**config.mk**
```make
export PLATFORM = sky130hd
export DESIGN_NAME = magnitude_average_follower
export DESIGN_NICKNAME = d
export VERILOG_FILES = /design/src/sv/maf_pkg.sv /design/src/sv/maf_mul.sv /design/src/sv/magnitude_average_follower.sv
export SDC_FILE = /design/constraint.sdc
export NUM_CORES = 1
export LEC_CHECK = 0
export ABC_CLOCK_PERIOD_IN_PS = 7300
export BUFFER_PORTS_ARGS = -buffer_cell sky130_fd_sc_hd__clkbuf_2
export CAP_MARGIN = 5
export CORE_MARGIN = 4
export CORE_UTILIZATION = 60
export CTS_BUF_LIST = sky130_fd_sc_hd__clkbuf_8
export DETAILED_ROUTE_END_ITERATION = 6
export MAX_ROUTING_LAYER = met4
export PLACE_DENSITY = 0.78
export SLEW_MARGIN = 10
export SYNTH_ARGS = -nofsm -noshare
export SYNTH_HDL_FRONTEND = slang
export SYNTH_HIERARCHICAL = 1
export SYNTH_SLANG_ARGS = --single-unit
export TNS_END_PERCENT = 50
```
**constraint.sdc**
```tcl
create_clock -name clk -period 7.3 [get_ports clk]
set_clock_uncertainty 0.15 [all_clocks]
set_input_delay 0.73 -clock clk [delete_from_list [all_inputs] [get_ports clk]]
set_output_delay 0.73 -clock clk [all_outputs]
set_load 0.01 [all_outputs]
```
**src/sv/maf_pkg.sv**
```systemverilog
// Shared constants, types and coefficient tables for the magnitude average follower.
// No dependencies.
package maf_pkg;

  localparam int SAMPLE_BITS_DEF   = 16;
  localparam int LEVEL_BITS_DEF    = 24;
  localparam int EXP_FRAC_BITS_DEF = 8;
  localparam int DECADES_W         = 12;
  localparam int ENV_W             = 15;
  localparam int COEF_BITS         = 24;
  localparam int FRAC_Q            = 30;
  localparam int MUL_DIGIT_BITS    = 8;
  localparam int DEC_ENTRIES       = 8;

  typedef enum logic [2:0] {
    ST_IDLE,
    ST_SCAN,
    ST_FMUL,
    ST_DMUL,
    ST_UMUL,
    ST_PUT
  } state_t;

  typedef enum logic [1:0] {
    MOP_NONE,
    MOP_FRAC,
    MOP_DEC,
    MOP_UPD
  } mul_op_t;

  // 10^-k in Q1.24, rounded; decades 8 and up give zero and never get here
  function automatic logic [COEF_BITS:0] decade_coef(input logic [2:0] k);
    logic [COEF_BITS:0] v;
    case (k)
      3'd0: v = 25'd16777216;
      3'd1: v = 25'd1677722;
      3'd2: v = 25'd167772;
      3'd3: v = 25'd16777;
      3'd4: v = 25'd1678;
      3'd5: v = 25'd168;
      3'd6: v = 25'd17;
      3'd7: v = 25'd2;
      default: v = '0;
    endcase
    return v;
  endfunction

  // 10^(-2^-j) in Q1.30 for fraction bit j (1 = top)
  function automatic logic [FRAC_Q:0] frac_factor(input logic [3:0] j);
    logic [FRAC_Q:0] v;
    case (j)
      4'd1:    v = 31'd339546978;
      4'd2:    v = 31'd603809400;
      4'd3:    v = 31'd805192776;
      4'd4:    v = 31'd929822112;
      4'd5:    v = 31'd999194121;
      4'd6:    v = 31'd1035797526;
      4'd7:    v = 31'd1054599037;
      4'd8:    v = 31'd1064127385;
      4'd9:    v = 31'd1068923795;
      4'd10:   v = 31'd1071330101;
      default: v = 31'd1073741824;
    endcase
    return v;
  endfunction

endpackage

```
**src/sv/maf_mul.sv**
```systemverilog
// Digit-serial multiplier: one multiplier digit per cycle, rounding addend preloaded.
// Depends on maf_pkg for the default digit width.
module maf_mul import maf_pkg::*; #(
  parameter int W     = 32,
  parameter int DIGIT = MUL_DIGIT_BITS
) (
  input  logic           clk,
  input  logic           rst_n,
  input  logic           start,
  input  logic [W-1:0]   a,
  input  logic [W-1:0]   b,
  input  logic [W-1:0]   rnd,
  output logic           done,
  output logic [2*W-1:0] prod
);

  localparam int ND = (W + DIGIT - 1) / DIGIT;
  localparam int BW = ND * DIGIT;
  localparam int CW = (ND > 1) ? $clog2(ND) : 1;

  logic [W-1:0]       a_r;
  logic [BW-1:0]      b_r;
  logic [W:0]         hi_r;
  logic [BW-1:0]      lo_r;
  logic [CW-1:0]      cnt_r;
  logic               busy_r;
  logic               done_r;
  logic [W+DIGIT-1:0] pp;
  logic [W+DIGIT:0]   sum;
  logic [W+BW:0]      full;
  logic               last;

  // add one partial product to the running high half
  assign pp   = a_r * b_r[DIGIT-1:0];
  assign sum  = (W + DIGIT + 1)'(hi_r) + (W + DIGIT + 1)'(pp);
  assign last = (cnt_r == CW'(ND - 1));
  assign full = {hi_r, lo_r};
  assign prod = full[2*W-1:0];
  assign done = done_r;

  // load operands, then shift one digit per cycle
  always_ff @(posedge clk) begin
    if (start) begin
      a_r   <= a;
      b_r   <= BW'(b);
      hi_r  <= (W + 1)'(rnd);
      cnt_r <= '0;
    end else if (busy_r) begin
      b_r   <= b_r >> DIGIT;
      hi_r  <= sum[W+DIGIT:DIGIT];
      lo_r  <= {sum[DIGIT-1:0], lo_r[BW-1:DIGIT]};
      cnt_r <= CW'(cnt_r + 1'b1);
    end
  end

  // track the run and pulse done after the last digit
  always_ff @(posedge clk) begin
    if (!rst_n) begin
      busy_r <= 1'b0;
      done_r <= 1'b0;
    end else begin
      done_r <= busy_r && last;
      if (start) begin
        busy_r <= 1'b1;
      end else if (busy_r && last) begin
        busy_r <= 1'b0;
      end
    end
  end

endmodule

```
**src/sv/magnitude_average_follower.sv**
```systemverilog
// Magnitude average follower: one-pole smoothing of a rectified audio sample.
// Input beat: in_sample (signed) and in_decades (smoothing exponent, 0.1 to this power
// is the coefficient); it is taken when in_valid is high and in_stall is low.
// Output beat: out_envelope, the top 15 bits of the level after the update, held
// on out_valid until out_stall is low.
// One item is worked at a time. A shared digit-serial multiplier (8 bits per
// cycle) carries the work: one product per set fraction bit of the exponent,
// one for the decade, one for the update. An exponent of 8 decades or more
// holds the level and goes from accept straight to the output write.
// The next beat is taken the cycle after a result is written.
// The output register lets the next beat be accepted while a result waits;
// a stalled output delays only the write of the following result.
// Reset (rst_n low, synchronous) clears the level to zero and drops out_valid.
// Depends on maf_pkg and maf_mul.
module magnitude_average_follower import maf_pkg::*; #(
  parameter int SAMPLE_BITS   = SAMPLE_BITS_DEF,
  parameter int LEVEL_BITS    = LEVEL_BITS_DEF,
  parameter int EXP_FRAC_BITS = EXP_FRAC_BITS_DEF
) (
  input  logic                          clk,
  input  logic                          rst_n,
  input  logic                          in_valid,
  output logic                          in_stall,
  input  logic signed [SAMPLE_BITS-1:0] in_sample,
  input  logic        [DECADES_W-1:0]   in_decades,
  output logic                          out_valid,
  input  logic                          out_stall,
  output logic        [ENV_W-1:0]       out_envelope
);

  localparam int LSH   = LEVEL_BITS - (SAMPLE_BITS - 1);
  localparam int MW    = (LEVEL_BITS > FRAC_Q + 1) ? LEVEL_BITS : FRAC_Q + 1;
  localparam int CNT_W = $clog2(EXP_FRAC_BITS + 1);
  localparam logic [MW-1:0] RND_FRAC = MW'(1) << (FRAC_Q - 1);
  localparam logic [MW-1:0] RND_COEF = MW'(1) << (COEF_BITS - 1);

  state_t                 state_r, state_nxt;
  logic [LEVEL_BITS-1:0]  level_r;
  logic [LEVEL_BITS-1:0]  m_r;
  logic [EXP_FRAC_BITS-1:0] fp_r;
  logic [CNT_W-1:0]       cnt_r;
  logic [2:0]             ip_r;
  logic [FRAC_Q:0]        acc_r;
  logic [ENV_W-1:0]       env_r;
  logic                   out_valid_r;

  logic                   in_acc;
  logic [SAMPLE_BITS-1:0] s_u;
  logic [SAMPLE_BITS-1:0] neg_s;
  logic [SAMPLE_BITS-2:0] mag;
  logic [LEVEL_BITS-1:0]  m_in;
  logic [DECADES_W-1:0]   ip_full;
  logic                   coef_zero;
  logic                   scan_end;
  logic                   fp_top;
  logic                   ge;
  logic [LEVEL_BITS-1:0]  d;
  logic [LEVEL_BITS-1:0]  step;
  logic [COEF_BITS:0]     c_new;
  logic                   ld_out;

  mul_op_t                mul_op;
  logic                   mul_start;
  logic [MW-1:0]          mul_a, mul_b, mul_rnd;
  logic                   mul_done;
  logic [2*MW-1:0]        mul_prod;

  assign in_acc   = in_valid && !in_stall;
  assign in_stall = (state_r != ST_IDLE);

  // rectify, saturating the most negative code
  assign s_u   = in_sample;
  assign neg_s = ~s_u + 1'b1;
  always_comb begin
    if (!s_u[SAMPLE_BITS-1]) begin
      mag = s_u[SAMPLE_BITS-2:0];
    end else if (neg_s[SAMPLE_BITS-1]) begin
      mag = '1;
    end else begin
      mag = neg_s[SAMPLE_BITS-2:0];
    end
  end

  // align the magnitude to the level's scale
  generate
    if (LSH >= 0) begin : g_up
      assign m_in = LEVEL_BITS'(mag) << LSH;
    end else begin : g_down
      assign m_in = LEVEL_BITS'(mag >> (-LSH));
    end
  endgenerate

  assign ip_full   = in_decades >> EXP_FRAC_BITS;
  assign coef_zero = (ip_full > DECADES_W'(DEC_ENTRIES - 1));
  assign scan_end  = (cnt_r == CNT_W'(EXP_FRAC_BITS));
  assign fp_top    = fp_r[EXP_FRAC_BITS-1];

  // distance and direction toward the magnitude
  assign ge    = (m_r >= level_r);
  assign d     = ge ? (m_r - level_r) : (level_r - m_r);
  assign c_new = mul_prod[FRAC_Q +: COEF_BITS+1];
  assign step  = mul_prod[COEF_BITS +: LEVEL_BITS];

  // next state
  always_comb begin
    state_nxt = state_r;
    unique case (state_r)
      ST_IDLE: begin
        if (in_acc) begin
          state_nxt = coef_zero ? ST_PUT : ST_SCAN;
        end
      end
      ST_SCAN: begin
        if (scan_end) begin
          state_nxt = ST_DMUL;
        end else if (fp_top) begin
          state_nxt = ST_FMUL;
        end
      end
      ST_FMUL: if (mul_done) state_nxt = ST_SCAN;
      ST_DMUL: if (mul_done) state_nxt = ST_UMUL;
      ST_UMUL: if (mul_done) state_nxt = ST_PUT;
      ST_PUT:  if (!out_valid_r || !out_stall) state_nxt = ST_IDLE;
      default: state_nxt = ST_IDLE;
    endcase
  end

  // multiplier launches and output load
  always_comb begin
    mul_op    = MOP_NONE;
    mul_start = 1'b0;
    ld_out    = 1'b0;
    unique case (state_r)
      ST_SCAN: begin
        if (scan_end) begin
          mul_op    = MOP_DEC;
          mul_start = 1'b1;
        end else if (fp_top) begin
          mul_op    = MOP_FRAC;
          mul_start = 1'b1;
        end
      end
      ST_DMUL: begin
        if (mul_done) begin
          mul_op    = MOP_UPD;
          mul_start = 1'b1;
        end
      end
      ST_PUT:  ld_out = !out_valid_r || !out_stall;
      default: ;
    endcase
  end

  // select multiplier operands
  always_comb begin
    case (mul_op)
      MOP_FRAC: begin
        mul_a   = MW'(acc_r);
        mul_b   = MW'(frac_factor(4'(cnt_r) + 4'd1));
        mul_rnd = RND_FRAC;
      end
      MOP_DEC: begin
        mul_a   = MW'(acc_r);
        mul_b   = MW'(decade_coef(ip_r));
        mul_rnd = RND_FRAC;
      end
      MOP_UPD: begin
        mul_a   = MW'(d);
        mul_b   = MW'(c_new);
        mul_rnd = RND_COEF;
      end
      default: begin
        mul_a   = '0;
        mul_b   = '0;
        mul_rnd = '0;
      end
    endcase
  end

  maf_mul #(
    .W     (MW),
    .DIGIT (MUL_DIGIT_BITS)
  ) u_mul (
    .clk   (clk),
    .rst_n (rst_n),
    .start (mul_start),
    .a     (mul_a),
    .b     (mul_b),
    .rnd   (mul_rnd),
    .done  (mul_done),
    .prod  (mul_prod)
  );

  // capture the beat and walk the fraction bits from the top
  always_ff @(posedge clk) begin
    if (state_r == ST_IDLE && in_acc) begin
      m_r   <= m_in;
      fp_r  <= in_decades[EXP_FRAC_BITS-1:0];
      cnt_r <= '0;
      ip_r  <= ip_full[2:0];
      acc_r <= (FRAC_Q + 1)'(1) << FRAC_Q;
    end else if (state_r == ST_SCAN && !scan_end && !fp_top) begin
      fp_r  <= fp_r << 1;
      cnt_r <= CNT_W'(cnt_r + 1'b1);
    end else if (state_r == ST_FMUL && mul_done) begin
      acc_r <= mul_prod[FRAC_Q +: FRAC_Q+1];
      fp_r  <= fp_r << 1;
      cnt_r <= CNT_W'(cnt_r + 1'b1);
    end
  end

  // hold the output beat
  always_ff @(posedge clk) begin
    if (ld_out) begin
      env_r <= level_r[LEVEL_BITS-1 -: ENV_W];
    end
  end

  // state, level and output valid
  always_ff @(posedge clk) begin
    if (!rst_n) begin
      state_r     <= ST_IDLE;
      level_r     <= '0;
      out_valid_r <= 1'b0;
    end else begin
      state_r <= state_nxt;
      if (state_r == ST_UMUL && mul_done) begin
        level_r <= ge ? (level_r + step) : (level_r - step);
      end
      if (ld_out) begin
        out_valid_r <= 1'b1;
      end else if (!out_stall) begin
        out_valid_r <= 1'b0;
      end
    end
  end

  assign out_valid    = out_valid_r;
  assign out_envelope = env_r;

endmodule

```
Yosys cells after proc, flatten, opt, wreduce, memory -nomap -nowiden:

Memory sizes are Yosys's and may differ from the RTL's. A register that Yosys moved wholly into a read port is not among the register bits.
Cells that the tools add are included.

* bits in registers: 234
* logic and storage cells: 112
* memory bits (read-only): 656
* output and inout bits: 17
* input port bits: 32
* memories kept: 2

* multiplexer cells: 39
* reduce and logical (&&, ||, !) cells: 23
* $add $sub $neg: 8
* eq/ne operators: 17
* multiply operators: 1
* bitwise gates (word level): 3
* magnitude comparators: 2

Memories
* (no name shown): words 16, bits a word 31, rd ports 1, clocked after Yosys merged registers in 0, wr ports 0, RTL line maf_pkg.sv:51 `case (j)`
* (no name shown): words 8, bits a word 20, rd ports 1, clocked after Yosys merged registers in 1, wr ports 0, RTL line maf_pkg.sv:34 `case (k)`

Operators with widths (count)
* 2-to-1 mux 31 bit: 4
* one-hot mux 31 bit (3 select lines): 1
* subtractor 24 bit: 3
* one-hot mux 31 bit (2 select lines): 1
* one-hot mux 30 bit (2 select lines): 1
* 2-to-1 mux 24 bit: 2
* adder 32 x 39 -> 40 bit: 1
* multiplier 31 x 8 -> 39 bit: 1
* 2-to-1 mux 15 bit: 2
* 2-to-1 mux 3 bit: 9
* adder 24 bit: 1
* greater-or-equal comparator 24 bit: 1
* 2-to-1 mux 8 bit: 3
* one-hot mux 3 bit (6 select lines): 1
* adder 16 x 1 -> 16 bit (second input constant): 1
* inverter 16 bit: 1
* 2-to-1 mux 1 bit: 9
* 2-to-1 mux 4 bit: 2
* inequality test 2 x 1 -> 1 bit (second input constant): 4
* logical AND 1 bit: 7
* == test 2 bit (second input constant): 3
* == test 3 x 2 -> 1 bit (second input constant): 2
* == test 3 bit (second input constant): 2
* AND reduction 6 bit: 1
* other kinds (19): 30

Longest topological paths before layout:

* word-level depth: 7
* gate-level depth with buffers: 22
* depth with buffers taken out: 19

Cells and area by module:

The synthesis kept the hierarchy.

Modules (own cells, without submodules)
* maf_mul: area each 13633.1 um^2, times used 1, seq. area each 3853.7 um^2, cells an instance 1309
* magnitude_average_follower: area each 9260.1 um^2, times used 1, seq. area each 2752.6 um^2, cells an instance 1174

Worst setup path before layout:

OpenSTA, ideal clock, no wires.

* path kind: register to register
* start point: reg u_mul.b_r[7]
* end point: reg u_mul.hi_r[29] (data pin)
* period minus slack after synthesis: 5364 ps
* cell stages (with the launch flop): 18
* setup time: 274 ps
* buffers on the path: 1
* data arrival time: 4940 ps
* slack: 1936 ps
* data required time: 6876 ps
* cell sequence: edfxtp_1 -> clkbuf_1 -> and2_1 -> fa_1 -> fa_1 -> fa_1 -> inv_1 -> fa_1 -> inv_1 -> ha_1 -> and3_1 -> o31ai_1 -> a2111oi_2 -> a2111oi_2 -> o31ai_4 -> a41oi_2 -> o2111a_1 -> a221oi_2

* cells in the longest elaborated chain, start to end: 4

Ends and longest elaborated chain
* from (decl): RTL line maf_mul.sv:22 `logic [BW-1:0] b_r;`
* from (signal assigned): RTL line maf_mul.sv:45 `b_r <= BW'(b);`
* from (signal assigned): RTL line maf_mul.sv:49 `b_r <= b_r >> DIGIT;`
* multiplier 31 x 8 -> 39 bit: RTL line maf_mul.sv:34 `assign pp = a_r * b_r[DIGIT-1:0];`
* adder 32 x 39 -> 40 bit: RTL line maf_mul.sv:35 `assign sum = (W + DIGIT + 1)'(hi_r) + (W + DIGIT + 1)'(pp);`
* 2-to-1 mux 31 bit: RTL line maf_mul.sv:48 `end else if (busy_r) begin`
* 2-to-1 mux 31 bit: RTL line maf_mul.sv:43 `if (start) begin`
* to (signal assigned): RTL line maf_mul.sv:46 `hi_r <= (W + 1)'(rnd);`
* to (signal assigned): RTL line maf_mul.sv:50 `hi_r <= sum[W+DIGIT:DIGIT];`
* to (decl): RTL line maf_mul.sv:23 `logic [W:0] hi_r;`

No other way between the ends. The select of a mux whose other input is x is not followed.
A chain may end at the register's enable or synchronous reset.

Worst setup path in the final report:

* start point: reg u_mul.b_r[0]
* end point: reg u_mul.hi_r[28] (data pin)

The elaborated chain is that of the path after synthesis.

==> flow_metrics.tcl <==
set metrics [dict create \
    status "finished with violations" \
    violations "design-rule violations" \
    cap_violations 0 \
    pre_cts_slack_ns 1.02 \
    clock_latency_ns 0.57 \
    grt_antenna_before_repair 0 \
    min_period_ns 6.34 \
    drt_iter0_markers 1427 \
    worstPathArrival_ns 6.50 \
    design_area_mm2 0.0233 \
    htree_levels 2 \
    grt_pass1_wl_um 89300 \
    vias 17200 \
    route.met3.wl_um 3790 \
    setup.worst_path.class "register to register" \
    r2r_setup_slack_ns 0.96 \
    core_mm2 0.0365 \
    die_w_um 200 \
    clkSlewWorstSetupHoldPaths_ns 0.06 \
    worstReg2RegStart "u_mul/b_r[0]" \
    m1WireLength_um 24000 \
    rr_endpoint "u_mul/hi_r[28]" \
    yosysWarnings 6 \
    initial_core_util 0.607 \
    final.setup.tns_ns 0 \
    cp_max_fo 31 \
    grt_pass1_vias 17100 \
    grt_overflow 0 \
    drc 1 \
    placed_cell_area_mm2 0.0226 \
    critPathRequiredTime_ns 7.46 \
    cts_buffers 38 \
    avgViaCountPerCell 5.85 \
    nets 2827 \
    clock-sinks 223 \
    timing.final.ws_setup_ns 0.963 \
    cts.root.buffer_cell "clkbuf_8" \
    drt_first_pass_iters 7 \
    portBuffers 48 \
    hold_path_depth 1 \
    routed_wirelength_um 54100 \
    maxUsedRoutingLayer "met4" \
    rsz0062_at_grt "false" \
    dieArea_mm2 0.0401 \
    routabilityCongestion 0.937 \
    timing_worst_slew_pin_value_ns 1.14 \
    wl_met2_um 24400 \
    synth.avg_cell_area_um2 9.02 \
    cts_resized 0 \
    fmax_mhz 158 \
    diodes 0 \
    grt_max_degree 95 \
    dpl.cell_count 2876 \
    die_h_um 200 \
    finalMaxSlewViolations 0 \
    holdPathEnd "ip_r[0]" \
    post-cts-setup-buffers 0 \
    wl_per_cell_um 18.4 \
    slew-limit-headroom 0.239 \
    startpoint_type "register" \
    setup_violations 0 \
    hold_buffers 0 \
    fin_crit_sh 0.868 \
    end_kind "register" \
    rows 70 \
    hold_path.class "primary input to register" \
    grt_usage 0.277 \
    dp.final_hpwl_um 42000 \
    reg2regPathDepth 17 \
    clock_path_buffers 3 \
    syn_inst 2458 \
    hold_violations 0 \
    holdCritStartpoint "in_decades[8]" \
    io_pins 49 \
    area_growth_pct 5.33 \
    drive_gt1_frac 0.0735 \
    netlist_area_mm2 0.0222 \
    final_cells 2945 \
    ant_nets 0 \
    cts_tree "done" \
]
[worst max-delay path by stage]
stage / slack [ns] / start / end
finish: 0.96 / u_mul/b_r[0] / u_mul/hi_r[28]
global route: 0.67 / u_mul/b_r[0] / u_mul/hi_r[24]
CTS: 1.01 / u_mul/b_r[0] / u_mul/hi_r[28]
detailed placement: 1.02 / u_mul/b_r[0] / u_mul/hi_r[28]
global placement: 1.16 / u_mul/b_r[0] / u_mul/hi_r[29]
floorplan: 1.94 / u_mul/b_r[7] / u_mul/hi_r[29]
[routing by layer]
layer / GRT usage / up-vias
met2: 0.423 / 677
met4: 0.0932 / 0
met5: - / -
li1: - / 8117
met3: 0.0371 / 106
met1: 0.389 / 8340
[per-stage QoR]
step / hold WS (ns) / utilization
floorplan: 0.279 / -
finish: 0.228 / 0.639
global route: 0.201 / 0.639
global placement: 0.287 / 0.619
detailed placement: 0.293 / 0.619
CTS: 0.194 / 0.639
[critical path: stages (launching register included)]
cell and delay (ns):
edfxtp_1 1.09, nand2_1 0.15, fa_1 0.53, inv_1 0.05, fa_1 0.47, fa_1 0.49, inv_1 0.06, fa_1 0.54
inv_1 0.05, ha_1 0.40, a21o_1 0.25, a21o_1 0.17, o21ai_0 0.49, nand4b_1 0.26, and4_1 0.25, nor3_1 0.39
a211o_1 0.20, o211ai_1 0.08
[cells in the final DEF (no fill, tap or decap), types with 20 or more instances in the layout]
master	count
a21o_1	42
a21oi_1	115
a22oi_1	20
and2_1	206
clkbuf_2	48
clkbuf_8	44
conb_1	29
dfxtp_1	81
edfxtp_1	142
fa_1	208
ha_1	139
inv_1	335
mux2_2	34
nand2_1	310
nand3_1	29
nor2_1	100
nor3_1	27
o21ai_0	124
xnor2_1	55
xor2_1	47
[cell type report]
class	count	area (um2)
tap	468	586
sequential	223	5890
fill	2949	13200
clock buffer	44	606
multi-input combinational	1798	14500
inverter	322	1210
clock inverter	25	150
timing repair buffer	65	368
[flip-flops by register name (all words and copies together) (netlist names), named ones only]
signal        count
u_mul/done        1
fp_r              8
level_r          24
state_r           3
u_mul/lo_r        8
m_r              15
acc_r            31
u_mul/hi_r       32
u_mul/b_r        31
out_valid         1
ip_r              3
cnt_r             4
u_mul/a_r        31
out_envelope     15
u_mul/busy_r      1
u_mul/cnt_r       2
Power is left out: the tool's default activity adds up to more than one toggle a clock period on the data nets, which glitch-free logic cannot reach.
